## src/psf2_unicode_table_mapper_defines.svh

```systemverilog
// assertion macros shared by the psf2 unicode table mapper rtl
// no dependencies; modules that assert include this file by name
`ifndef PSF2_UNICODE_TABLE_MAPPER_DEFINES_SVH
`define PSF2_UNICODE_TABLE_MAPPER_DEFINES_SVH

// concurrent property check, held off while reset is asserted
`define PSF2_UTM_ASSERT(lbl, prop) \
    lbl: assert property (@(posedge aclk) disable iff (!aresetn) prop) \
        else $error("psf2 mapper check failed");

// property check that also holds during reset
`define PSF2_UTM_ASSERT_ALWAYS(lbl, prop) \
    lbl: assert property (@(posedge aclk) prop) \
        else $error("psf2 mapper check failed");

`endif

```

## src/psf2_utm_pkg.sv

```systemverilog
// shared types and constants for the psf2 unicode table mapper
// no dependencies
package psf2_utm_pkg;

    localparam int BYTE_W        = 8;
    localparam int GLYPH_BYTES_W = 16;
    localparam int CODE_W        = 21;
    localparam int GLYPH_NUM_W   = 16;
    localparam int GLYPH_OFF_W   = 32;
    localparam int KIND_W        = 3;

    localparam int OFFSET_BITS_DEF = 32;

    // result payload rounded up to whole bytes
    localparam int M_TDATA_W = ((CODE_W + GLYPH_NUM_W + GLYPH_OFF_W + 7) / 8) * 8;
    localparam int M_PAD_W   = M_TDATA_W - (CODE_W + GLYPH_NUM_W + GLYPH_OFF_W);

    localparam logic [GLYPH_BYTES_W-1:0] GLYPH_BYTES_RESET = 16'd16;

    localparam logic [BYTE_W-1:0] SEQ_START = 8'hFE;
    localparam logic [BYTE_W-1:0] SEPARATOR = 8'hFF;

    typedef enum logic [KIND_W-1:0] {
        KIND_ABSORB  = 3'd0,
        KIND_MAP     = 3'd1,
        KIND_BAD_UTF = 3'd2,
        KIND_STOP    = 3'd3,
        KIND_IGNORED = 3'd4
    } kind_t;

    typedef struct packed {
        logic [BYTE_W-1:0] table_byte;
        logic              first;
    } item_t;

    typedef struct packed {
        kind_t                  kind;
        logic [CODE_W-1:0]      code_point;
        logic [GLYPH_NUM_W-1:0] glyph_number;
        logic [GLYPH_OFF_W-1:0] glyph_offset;
    } result_t;

endpackage

```

## src/psf2_utm_in_reg.sv

```systemverilog
// input register of the psf2 unicode table mapper
// depends on psf2_utm_pkg
module psf2_utm_in_reg
    import psf2_utm_pkg::*;
(
    input  logic  aclk,
    input  logic  aresetn,
    input  logic  in_valid,
    output logic  in_ready,
    input  item_t in_item,
    input  logic  take,
    output logic  held_valid,
    output item_t held_item
);

    logic  valid_reg;
    logic  valid_next;
    item_t item_reg;

    assign in_ready   = !valid_reg || take;
    assign valid_next = in_ready ? in_valid : valid_reg;

    always_ff @(posedge aclk) begin
        if (!aresetn) begin
            valid_reg <= 1'b0;
        end else begin
            valid_reg <= valid_next;
        end
        if (in_ready && in_valid) begin
            item_reg <= in_item;
        end
    end

    assign held_valid = valid_reg;
    assign held_item  = item_reg;

endmodule

```

## src/psf2_utm_core.sv

```systemverilog
// parse state and per-byte decode of the psf2 unicode table mapper
// depends on psf2_utm_pkg and the shared assertion macros
`include "psf2_unicode_table_mapper_defines.svh"
module psf2_utm_core
    import psf2_utm_pkg::*;
#(
    parameter int OFFSET_BITS = OFFSET_BITS_DEF
) (
    input  logic                     aclk,
    input  logic                     aresetn,
    input  logic                     cfg_we,
    input  logic [GLYPH_BYTES_W-1:0] cfg_wdata,
    input  logic                     fire,
    input  item_t                    item,
    output result_t                  res
);

    logic [GLYPH_BYTES_W-1:0] gbytes_reg;
    logic [GLYPH_NUM_W-1:0]   gcnt_reg, gcnt, gcnt_next;
    logic [OFFSET_BITS-1:0]   off_reg, off, off_next;
    logic [CODE_W-1:0]        pc_reg, pc, pc_next;
    logic [1:0]               held_reg, held, held_next;
    logic [2:0]               exp_reg, expl, exp_next;
    logic                     stop_reg, stop, stop_next;

    logic [BYTE_W-1:0]      b;
    logic [CODE_W-1:0]      cp_cat;
    logic [2:0]             held_inc;
    logic [2:0]             len;
    logic [OFFSET_BITS:0]   sum;

    function automatic logic [2:0] lead_length(input logic [BYTE_W-1:0] v);
        logic [2:0] n;
        if (!v[7]) begin
            n = 3'd1;
        end else if (v[7:5] == 3'b110) begin
            n = 3'd2;
        end else if (v[7:4] == 4'b1110) begin
            n = 3'd3;
        end else if (v[7:3] == 5'b11110) begin
            n = 3'd4;
        end else begin
            n = 3'd0;
        end
        return n;
    endfunction

    function automatic logic [6:0] lead_bits(input logic [BYTE_W-1:0] v,
                                             input logic [2:0] n);
        logic [6:0] r;
        case (n)
            3'd2:    r = {2'b00, v[4:0]};
            3'd3:    r = {3'b000, v[3:0]};
            3'd4:    r = {4'b0000, v[2:0]};
            default: r = v[6:0];
        endcase
        return r;
    endfunction

    // rejects overlong forms, surrogates and values past the unicode range
    function automatic logic code_ok(input logic [CODE_W-1:0] cp, input logic [2:0] n);
        logic ok;
        case (n)
            3'd2:    ok = (cp >= 21'h80);
            3'd3:    ok = (cp >= 21'h800) && ((cp < 21'hD800) || (cp > 21'hDFFF));
            3'd4:    ok = (cp >= 21'h10000) && (cp <= 21'h10FFFF);
            default: ok = 1'b1;
        endcase
        return ok;
    endfunction

    always_comb begin
        // first beat of a table starts from a clean state
        gcnt = item.first ? '0 : gcnt_reg;
        off  = item.first ? '0 : off_reg;
        pc   = item.first ? '0 : pc_reg;
        held = item.first ? '0 : held_reg;
        expl = item.first ? '0 : exp_reg;
        stop = item.first ? 1'b0 : stop_reg;

        b        = item.table_byte;
        cp_cat   = {pc[CODE_W-7:0], b[5:0]};
        held_inc = {1'b0, held} + 3'd1;
        len      = lead_length(b);
        sum      = {1'b0, off} + (OFFSET_BITS+1)'(gbytes_reg);

        gcnt_next = gcnt;
        off_next  = off;
        pc_next   = pc;
        held_next = held;
        exp_next  = expl;
        stop_next = stop;

        res.kind       = KIND_ABSORB;
        res.code_point = '0;

        if (stop) begin
            res.kind = KIND_IGNORED;
        end else if (b == SEQ_START) begin
            stop_next = 1'b1;
            pc_next   = '0;
            held_next = '0;
            exp_next  = '0;
            res.kind  = KIND_STOP;
        end else if (b == SEPARATOR) begin
            // a separator that cuts a sequence short still advances the glyph
            if (held != 2'd0) begin
                res.kind = KIND_BAD_UTF;
            end
            pc_next   = '0;
            held_next = '0;
            exp_next  = '0;
            gcnt_next = (gcnt == '1) ? gcnt : gcnt + 16'd1;
            off_next  = sum[OFFSET_BITS] ? '1 : sum[OFFSET_BITS-1:0];
        end else if (held == 2'd0) begin
            case (len)
                3'd0: begin
                    res.kind = KIND_BAD_UTF;
                end
                3'd1: begin
                    res.kind       = KIND_MAP;
                    res.code_point = CODE_W'(b);
                end
                default: begin
                    pc_next   = CODE_W'(lead_bits(b, len));
                    held_next = 2'd1;
                    exp_next  = len;
                end
            endcase
        end else if (b[7:6] != 2'b10) begin
            res.kind  = KIND_BAD_UTF;
            pc_next   = '0;
            held_next = '0;
            exp_next  = '0;
        end else if (held_inc >= expl) begin
            if (code_ok(cp_cat, expl)) begin
                res.kind       = KIND_MAP;
                res.code_point = cp_cat;
            end else begin
                res.kind = KIND_BAD_UTF;
            end
            pc_next   = '0;
            held_next = '0;
            exp_next  = '0;
        end else begin
            pc_next   = cp_cat;
            held_next = held_inc[1:0];
        end

        res.glyph_number = gcnt_next;
        res.glyph_offset = GLYPH_OFF_W'(off_next);
    end

    always_ff @(posedge aclk) begin
        if (!aresetn) begin
            gbytes_reg <= GLYPH_BYTES_RESET;
            gcnt_reg   <= '0;
            off_reg    <= '0;
            pc_reg     <= '0;
            held_reg   <= '0;
            exp_reg    <= '0;
            stop_reg   <= 1'b0;
        end else begin
            if (cfg_we) begin
                gbytes_reg <= cfg_wdata;
            end
            if (fire) begin
                gcnt_reg <= gcnt_next;
                off_reg  <= off_next;
                pc_reg   <= pc_next;
                held_reg <= held_next;
                exp_reg  <= exp_next;
                stop_reg <= stop_next;
            end
        end
    end

    // a partial sequence always has fewer bytes than its lead promised
    `PSF2_UTM_ASSERT(a_held_below_len, (held_reg == 2'd0) || ({1'b0, held_reg} < exp_reg))
    // the stop state never keeps a partial sequence
    `PSF2_UTM_ASSERT(a_stop_clears, !stop_reg || (held_reg == 2'd0))
    // glyph index only moves backward on a first beat
    `PSF2_UTM_ASSERT(a_gcnt_mono, (fire && !item.first) |=> (gcnt_reg >= $past(gcnt_reg)))

endmodule

```

## src/psf2_utm_out_reg.sv

```systemverilog
// result register of the psf2 unicode table mapper
// depends on psf2_utm_pkg and the shared assertion macros
`include "psf2_unicode_table_mapper_defines.svh"
module psf2_utm_out_reg
    import psf2_utm_pkg::*;
(
    input  logic    aclk,
    input  logic    aresetn,
    input  logic    load,
    input  result_t res_in,
    output logic    free,
    output logic    out_valid,
    input  logic    out_ready,
    output result_t res_out
);

    logic    valid_reg;
    logic    valid_next;
    result_t res_reg;

    assign free       = !valid_reg || out_ready;
    assign valid_next = free ? load : valid_reg;

    always_ff @(posedge aclk) begin
        if (!aresetn) begin
            valid_reg <= 1'b0;
        end else begin
            valid_reg <= valid_next;
        end
        if (load) begin
            res_reg <= res_in;
        end
    end

    assign out_valid = valid_reg;
    assign res_out   = res_reg;

    // code point is only nonzero on a mapping result
    `PSF2_UTM_ASSERT(a_cp_only_map, !valid_reg || (res_reg.kind == KIND_MAP) || (res_reg.code_point == '0))

endmodule

```

## src/psf2_unicode_table_mapper.sv

```systemverilog
// top level of the psf2 unicode table mapper: input register, decode, result register
// depends on psf2_utm_pkg, psf2_utm_in_reg, psf2_utm_core, psf2_utm_out_reg
//
//   channel   direction  beat contents
//   s_*       in         tdata: table_byte; tuser: first
//   m_*       out        tdata: code_point, glyph_number, glyph_offset; tuser: kind
//   cfg_*     in         glyph_bytes write, no read-back
//
// every byte gives exactly one result beat, via the input register and result register
// one beat per cycle while m_tready is high; index/offset next state is combinational
// aresetn is synchronous active low; glyph_bytes resets to 16, all parse state to zero
// a stalled m_ side holds one result and one byte in the input register, then s_tready drops
`include "psf2_unicode_table_mapper_defines.svh"
module psf2_unicode_table_mapper
    import psf2_utm_pkg::*;
#(
    parameter int OFFSET_BITS = OFFSET_BITS_DEF
) (
    input  logic                     aclk,
    input  logic                     aresetn,
    // input byte stream
    input  logic                     s_tvalid,
    output logic                     s_tready,
    input  logic [BYTE_W-1:0]        s_tdata,   // [7:0] table_byte
    input  logic                     s_tuser,   // [0] first
    // result stream
    output logic                     m_tvalid,
    input  logic                     m_tready,
    output logic [M_TDATA_W-1:0]     m_tdata,   // [20:0] code_point, [36:21] glyph_number,
                                                // [68:37] glyph_offset, rest zero
    output logic [KIND_W-1:0]        m_tuser,   // [2:0] kind
    // glyph size register
    input  logic                     cfg_we,
    input  logic [GLYPH_BYTES_W-1:0] cfg_wdata
);

    item_t   s_item;
    item_t   held_item;
    logic    held_valid;
    logic    out_free;
    logic    fire;
    result_t core_res;
    result_t out_res;

    assign s_item.table_byte = s_tdata;
    assign s_item.first      = s_tuser;

    // a held byte moves on whenever the result register can take it
    assign fire = held_valid && out_free;

    psf2_utm_in_reg u_in_reg (
        .aclk       (aclk),
        .aresetn    (aresetn),
        .in_valid   (s_tvalid),
        .in_ready   (s_tready),
        .in_item    (s_item),
        .take       (fire),
        .held_valid (held_valid),
        .held_item  (held_item)
    );

    psf2_utm_core #(
        .OFFSET_BITS (OFFSET_BITS)
    ) u_core (
        .aclk      (aclk),
        .aresetn   (aresetn),
        .cfg_we    (cfg_we),
        .cfg_wdata (cfg_wdata),
        .fire      (fire),
        .item      (held_item),
        .res       (core_res)
    );

    psf2_utm_out_reg u_out_reg (
        .aclk      (aclk),
        .aresetn   (aresetn),
        .load      (fire),
        .res_in    (core_res),
        .free      (out_free),
        .out_valid (m_tvalid),
        .out_ready (m_tready),
        .res_out   (out_res)
    );

    // pack result fields, lowest field first
    assign m_tdata = {{M_PAD_W{1'b0}}, out_res.glyph_offset,
                      out_res.glyph_number, out_res.code_point};
    assign m_tuser = out_res.kind;

    // back-pressure on the input only comes from a stalled full output
    `PSF2_UTM_ASSERT(a_stall_source, !s_tready |-> (m_tvalid && !m_tready))
    // nothing is shown on the result side during reset
    `PSF2_UTM_ASSERT_ALWAYS(a_reset_quiet, !aresetn |=> !m_tvalid)

endmodule
```

## config.mk

```make
export PLATFORM = sky130hd
export DESIGN_NAME = psf2_unicode_table_mapper
export DESIGN_NICKNAME = d
export VERILOG_FILES = /design/src/psf2_utm_pkg.sv /design/src/psf2_utm_in_reg.sv /design/src/psf2_utm_core.sv /design/src/psf2_utm_out_reg.sv /design/src/psf2_unicode_table_mapper.sv
export VERILOG_INCLUDE_DIRS = /design/src /design/src/src
export SDC_FILE = /design/constraint.sdc
export NUM_CORES = 1
export LEC_CHECK = 0
export BUFFER_PORTS_ARGS = -buffer_cell sky130_fd_sc_hd__buf_4
export CORE_UTILIZATION = 65
export CTS_BUF_LIST = sky130_fd_sc_hd__clkbuf_4
export DETAILED_ROUTE_END_ITERATION = 10
export HOLD_SLACK_MARGIN = 0.06
export PLACE_DENSITY = 0.92
export SLEW_MARGIN = 25
export SYNTH_ARGS = -nofsm -noshare
export SYNTH_HDL_FRONTEND = slang
export SYNTH_SLANG_ARGS = --single-unit
```

## constraint.sdc

```tcl
create_clock -name aclk -period 8 [get_ports aclk]
set_input_delay 1.6 -clock aclk [delete_from_list [all_inputs] [get_ports aclk]]
set_output_delay 1.6 -clock aclk [all_outputs]
set_load 0.03 [all_outputs]
```

# Word-level counts from Yosys, hierarchy flattened
# Index checks and enable logic that the tools add are counted.
# classes
mux,60
n_reduce_logical,14
n_lt_le_gt_ge,7
n_addsub,3
n_eq_ne,14
# ops
cell,n
2-to-1 mux 21 bit,10
2-to-1 mux 32 bit,5
2-to-1 mux 16 bit,5
2-to-1 mux 24 bit,2
2-to-1 mux 3 bit,15
adder 32 x 16 -> 33 bit,1
greater-or-equal comparator 21 x 12 -> 1 bit (second input constant),1
greater-or-equal comparator 21 x 17 -> 1 bit (second input constant),1
greater-or-equal comparator 21 x 8 -> 1 bit (second input constant),1
> comparator 21 x 16 -> 1 bit (second input constant),1
<= comparator 21 bit (second input constant),1
< comparator 21 x 16 -> 1 bit (second input constant),1
one-hot mux 7 bit (3 select lines),1
2-to-1 mux 2 bit,10
adder 16 x 1 -> 16 bit (second input constant),1
== test 16 bit (second input constant),1
== test 8 bit (second input constant),2
== test 3 x 2 -> 1 bit (second input constant),4
== test 3 bit (second input constant),3
2-to-1 mux 1 bit,9
2-to-1 mux 8 bit,1
== test 5 bit (second input constant),1
== test 4 bit (second input constant),1
logical AND 1 bit,4
other kinds (13),16
# word_totals
reg_bits,174
word_cells,113
out_inout_bits,77

# Depth between registers and ports, before layout
# logic_depth
depth_word,17
ltp_mapped,15

# Cells and area by module
# A second synthesis with hierarchy kept.
# hier_totals
cells_unflattened,896
hier_area_um2,8633.3
# by_module_without_submodules
module,area_per_inst_um2,cells_each,n_inst
psf2_utm_core,6062.1,801,1
psf2_utm_out_reg,2210.9,76,1
psf2_utm_in_reg,327.8,14,1
psf2_unicode_table_mapper,32.5,5,1

# Worst setup path after synthesis
# No wires, ideal clock.
# synth_path
kind,input to register
from,input m_tready
to,"register u_out_reg.res_reg, in the netlist u_out_reg.res_out[0] (enable)"
required_time_ps,7536
path_slack_ps,3256
t_arrival_ps,4280
path_stages,5
setup_time_ps,464
path_cell_list,nor2b_1 nand2b_1 inv_1 clkbuf_1 clkbuf_1
# synth_via
elab_chain_len,2
# synth_rtl
item,line,rtl
"start, declared",psf2_unicode_table_mapper.sv:28,"input logic m_tready,"
logical OR 1 bit,psf2_utm_out_reg.sv:21,assign free = !valid_reg || out_ready;
logical AND 1 bit,psf2_unicode_table_mapper.sv:49,assign fire = held_valid && out_free;
named net fire,psf2_unicode_table_mapper.sv:41,logic fire;
"end signal, assigned",psf2_utm_out_reg.sv:31,res_reg <= res_in;
"end, declared",psf2_utm_out_reg.sv:19,result_t res_reg;
# The timed path passes the listed nets, and every way through them passes these cells.
# A chain may end at the register's enable or synchronous reset.

# Worst setup path in the final report
# layout_path
from,"register u_in_reg.item_reg, in the netlist u_in_reg.held_item[0]"
to,register u_core.pc_reg[2]
# layout_via
elab_chain_len,9
word_cells_on_any_way,14
classes_between,add/sub (1); order compare (1); mux (11); reduce/logical (1)
# layout_rtl
item,line,rtl
"start, declared",psf2_utm_in_reg.sv:18,item_t item_reg;
"start signal, assigned",psf2_utm_in_reg.sv:30,item_reg <= in_item;
2-to-1 mux 2 bit,psf2_utm_core.sv:77,held = item.first ? '0 : held_reg;
adder 2 x 1 -> 3 bit,psf2_utm_core.sv:83,"held_inc = {1'b0, held} + 3'd1;"
greater-or-equal comparator 3 bit,psf2_utm_core.sv:135,end else if (held_inc >= expl) begin
2-to-1 mux 21 bit,psf2_utm_core.sv:135,
2-to-1 mux 21 bit,psf2_utm_core.sv:130,end else if (b[7:6] != 2'b10) begin
2-to-1 mux 21 bit,psf2_utm_core.sv:115,end else if (held == 2'd0) begin
2-to-1 mux 21 bit,psf2_utm_core.sv:105,end else if (b == SEPARATOR) begin
2-to-1 mux 21 bit,psf2_utm_core.sv:99,end else if (b == SEQ_START) begin
2-to-1 mux 21 bit *,psf2_utm_core.sv:97,if (stop) begin
"end signal, assigned",psf2_utm_core.sv:170,pc_reg <= pc_next;
"end, declared",psf2_utm_core.sv:21,"logic [CODE_W-1:0] pc_reg, pc, pc_next;"
# Every way passes the cells marked *; elsewhere a longest branch is shown, timed or not.

==> summary by stage <==
Floorplanning
The number of placement rows is 42. The region available for standard cell placement spans 13200 um^2. The initial utilization of the core area, before any placement, comes to 0.666. 107 I/O pins were placed. The die covers 14000 um^2.

The die is 118 um wide. The height of the die is 118 um.

Setup path
The cell type of the slowest stage on the worst timing path is sky130_fd_sc_hd__buf_4. The path depth of the worst reg2reg path is 11. The worst setup slack for register-to-register paths is 3.57 ns. The endpoint identified for the worst register-to-register timing path is u_core.pc_reg[2].

The type of the worst setup path is flop to flop. STA classifies the critical path endpoint as a flop. The maximum fanout count along the critical path is 86.

The kind of cell with the highest combined delay along the critical path is buffers and inverters. The signal on the critical path passes through buf_4, inv_1, nand2_1, ha_1, ha_1, a21o_1, a2111oi_2, nor2_1, nor4_1, a22oi_1, nor2_1. The critical path contains buffers and inverters numbering 2 combined. The start of the worst register-to-register path is u_in_reg.held_item[0]. STA puts the critical path data required time at 8.51 ns. The maximum cell stage delay along the critical path is 0.65 ns. The launching element type of the critical path is a flop. The data arrival time of the worst path is 4.94 ns.

Global route
The number of antenna violations at the first check in global routing was 1. The first global-routing pass estimated 33400 um of wire. Summed over all layers, the global routing overflow is 0. Entering global routing, the biggest net connects 89 pins. The overall track demand over capacity in global routing is 0.299. The number of global-route vias before repair came to 6910.

STA
The time the final worst path needs with I/O delays and setup is 4.43 ns. The number of pins with negative max-slew slack in the final report came to 0. The worst setup skew after layout is 0.0145 ns.

Setup repair after global routing left no endpoint under its margin. The fraction of the cycle the final worst path needs is 0.554. The highest clock frequency the design can meet is 226 MHz. The worst slew slack as a fraction of its limit is 0.345.

For the pin with the worst max-slew slack, the measured transition is 0.980 ns. Setup violations remaining at the end of the flow were counted as 0. Setup total negative slack on the finished layout was measured at 0 ns. The final hold violation count is 0.

Yosys
The leading area contributor after synthesis is sky130_fd_sc_hd__edfxtp_1. Of the total synthesized cell area, the portion taken by AND, OR, NAND and NOR gates is 0.220. Synthesis inferred 168 register bits. The sequential-to-total area share from yosys stat is 0.475.

The main combinational cell family by area after synthesis is simple AND/OR/NAND/NOR gates. The total of warnings raised by yosys is 0. The per-instance average area after synthesis is 9.26 um^2. The proportion of synthesized area in mux cells is 0.0219. Of the total synthesized cell area, the portion taken by full adders, half adders and majority gates is 0.0336. Of the post-synthesis cell area, the dominant cell type holds 0.277. Synthesis handed over a netlist of 949 instances.

The number of enable-type register cells in the synthesized netlist is 81. The combined area of all synthesized cells is 8780 um^2. The share of flip-flops with an asynchronous set or reset is 0. Of the total synthesized cell area, the portion taken by XOR and XNOR cells is 0.0359. The synthesized-area fraction occupied by ao, oa, aoi and oai cells came to 0.177. By area the synthesized netlist is led by sky130_fd_sc_hd__edfxtp_1 (28%), sky130_fd_sc_hd__dfxtp_1 (20%), sky130_fd_sc_hd__nand2_1 (4.3%). The distinct cell type count of the synthesized netlist is 74. The most used flip-flop cell after synthesis is sky130_fd_sc_hd__dfxtp_1.

Power and ir drop
The final total power is 1.57 mW. The leakage power figure is 3.69 nW. The worst-case IR drop observed on VDD is 0.104 mV. The power density of the placed cells is 159 nW/um^2.

Finish
The utilization after layout is 0.746. The area added between synthesis and finish is 12.0%. The count of nets after finishing is 1072. Of the cells placed in the final design, the portion with a size suffix greater than 1 is 0.160. The number of flip-flops in the largest register is 72. After routing the design area is 9840 um^2. The most common cell after layout, fill and taps aside is sky130_fd_sc_hd__buf_4. In the layout the commonest cells are sky130_fd_sc_hd__buf_4 (107), sky130_fd_sc_hd__nand2_1 (100), sky130_fd_sc_hd__nor2_1 (98).

Clock tree
The longest clock path from root to sink contains 2 buffers. The number of resized instances in the post-cts repair step is 0. In this run the number of H-tree levels came out at 4. The later-pin clock latency in the skew report is 0.58 ns. The number of buffers inserted to repair setup after CTS is 0. The TritonCTS clock tree is yes. After clock tree synthesis, the flow added hold-fix buffers numbering 0. The number of sinks handled by clock tree synthesis is 168. Clock-pin slew was measured on the worst setup and hold paths at 0.14 ns. The root buffer cell chosen for the clock tree is sky130_fd_sc_hd__clkbuf_4. The number of buffers created by CTS is 17.

Outcome
The run finished with clean final reports.

Placement
During placement, the flow inserted port buffers numbering 103. At the end of routability-driven placement, the weighted congestion stood at 0.980. Summing all placed instances gives a cell area of 9570 um^2. The detailed-placement wirelength estimate is 13800 um.

Job
The reported max-cap violation count is 0.

Drt
After the first detailed-routing iteration, the DRC count stood at 787. Dividing the detail-routed via count by the number of cells gives 6.32. The count of nets left with antenna violations once routing finished came out at 0. The detailed-route wire length per cell is 16.9 um. The via count of the routed design is 7641. In the routed design, unresolved DRC markers number 0.

After detailed routing, the total wire length is 20400 um. The first detailed-routing pass ran for 6 iterations.

Hold path
The launch instance of the worst min-delay path is u_core.off_reg[2]. For hold timing, the worst endpoint is u_core.off_reg[2]. The worst hold path depth is 2. In this run the worst hold path is classified as flop to flop.
-- area by class of cell --
cell class              instances  area, um^2
multi-input cells             709        4320
clock buffers                  17         128
inverters                      15        58.8
diodes                          1        2.50
clock inverters                15         121
fillers                       980        3350
repair buffers                108         815
well taps                     176         220
flip-flops and latches        168        4170
-- cells in the mapped netlist (5+ instances only) --
cell and number:
sky130_fd_sc_hd__edfxtp_1 81, sky130_fd_sc_hd__inv_1 14, sky130_fd_sc_hd__nor2_1 98, sky130_fd_sc_hd__ha_1 22, sky130_fd_sc_hd__nor3_1 11, sky130_fd_sc_hd__or4_1 9, sky130_fd_sc_hd__a21o_1 9, sky130_fd_sc_hd__o21a_1 6
sky130_fd_sc_hd__o22ai_1 5, sky130_fd_sc_hd__a31o_2 5, sky130_fd_sc_hd__clkbuf_1 45, sky130_fd_sc_hd__or3_1 9, sky130_fd_sc_hd__nand3_1 32, sky130_fd_sc_hd__a31oi_1 29, sky130_fd_sc_hd__xor2_1 14, sky130_fd_sc_hd__mux2i_1 17
sky130_fd_sc_hd__and2_1 21, sky130_fd_sc_hd__nand2_1 100, sky130_fd_sc_hd__and3_1 12, sky130_fd_sc_hd__o31ai_1 5, sky130_fd_sc_hd__a22oi_1 18, sky130_fd_sc_hd__nor2b_1 27, sky130_fd_sc_hd__nor4_1 6, sky130_fd_sc_hd__buf_4 6
sky130_fd_sc_hd__nor3b_1 5, sky130_fd_sc_hd__nand2b_1 12, sky130_fd_sc_hd__xnor2_1 22, sky130_fd_sc_hd__o21ai_0 65, sky130_fd_sc_hd__nand4_1 13, sky130_fd_sc_hd__nand3b_1 6, sky130_fd_sc_hd__dfxtp_1 87, sky130_fd_sc_hd__a211oi_1 6
sky130_fd_sc_hd__a21oi_1 65
-- through the flow --
| step | hold WS [ns] | setup WS [ns] | cells |
|---|---|---|---|
| global route | 0.484 | 3.23 | 1209 |
| finish | 0.464 | 3.57 | 1209 |
| detailed placement | 0.446 | 3.76 | 1176 |
| CTS | 0.465 | 3.58 | 1208 |
| global placement | 0.435 | 3.94 | 1176 |
| floorplan | 0.427 | 3.26 | 951 |
-- metal layers --
layer | track usage | up-vias | wire (um)
li1 | - | 3604 | -
met1 | 0.406 | 3536 | 8480
met2 | 0.464 | 437 | 9480
met3 | 0.0541 | 64 | 1840
met4 | 0.142 | 0 | 608
met5 | 0 | - | 0
-- worst register-to-register path: stages (launching register included) --
cell and delay (ns):
sky130_fd_sc_hd__edfxtp_1 0.34, sky130_fd_sc_hd__buf_4 0.65, sky130_fd_sc_hd__inv_1 0.67, sky130_fd_sc_hd__nand2_1 0.28
sky130_fd_sc_hd__ha_1 0.28, sky130_fd_sc_hd__ha_1 0.28, sky130_fd_sc_hd__a21o_1 0.18, sky130_fd_sc_hd__a2111oi_2 0.63
sky130_fd_sc_hd__nor2_1 0.15, sky130_fd_sc_hd__nor4_1 0.57, sky130_fd_sc_hd__a22oi_1 0.18, sky130_fd_sc_hd__nor2_1 0.15
-- where the power goes --
part | switching, mW | total (mW) | internal [mW]
Sequential | 0.0173 | 0.947 | 0.930
Clock | 0.311 | 0.440 | 0.129
Combinational | 0.117 | 0.179 | 0.0612
-- cell families after synthesis --
logic type / Yosys count
buffers and inverters: 74
AND/OR/NAND/NOR: 382
adder cells (fa/ha/maj): 23
multiplexers: 19
flip-flops: 168
AO/OA/AOI/OAI: 246
other: 1
XOR/XNOR: 36
-- how the worst max path moves through the flow --
| stage | endpoint | depth (start not counted) | start |
|---|---|---|---|
| 2_1_floorplan | u_out_reg.res_out[0] | 5 | m_tready |
| 3_3_place_gp | u_core.pc_reg[0] | 11 | u_in_reg.held_item[0] |
| 3_5_place_dp | u_out_reg.res_out[66] | 10 | u_in_reg.held_item[0] |
| 4_1_cts | u_out_reg.res_out[66] | 10 | u_in_reg.held_item[0] |
| 5_1_grt | u_core.pc_reg[0] | 11 | u_in_reg.held_item[0] |
| 6_report | u_core.pc_reg[2] | 11 | u_in_reg.held_item[0] |
Power figures use the tool's default switching activity.
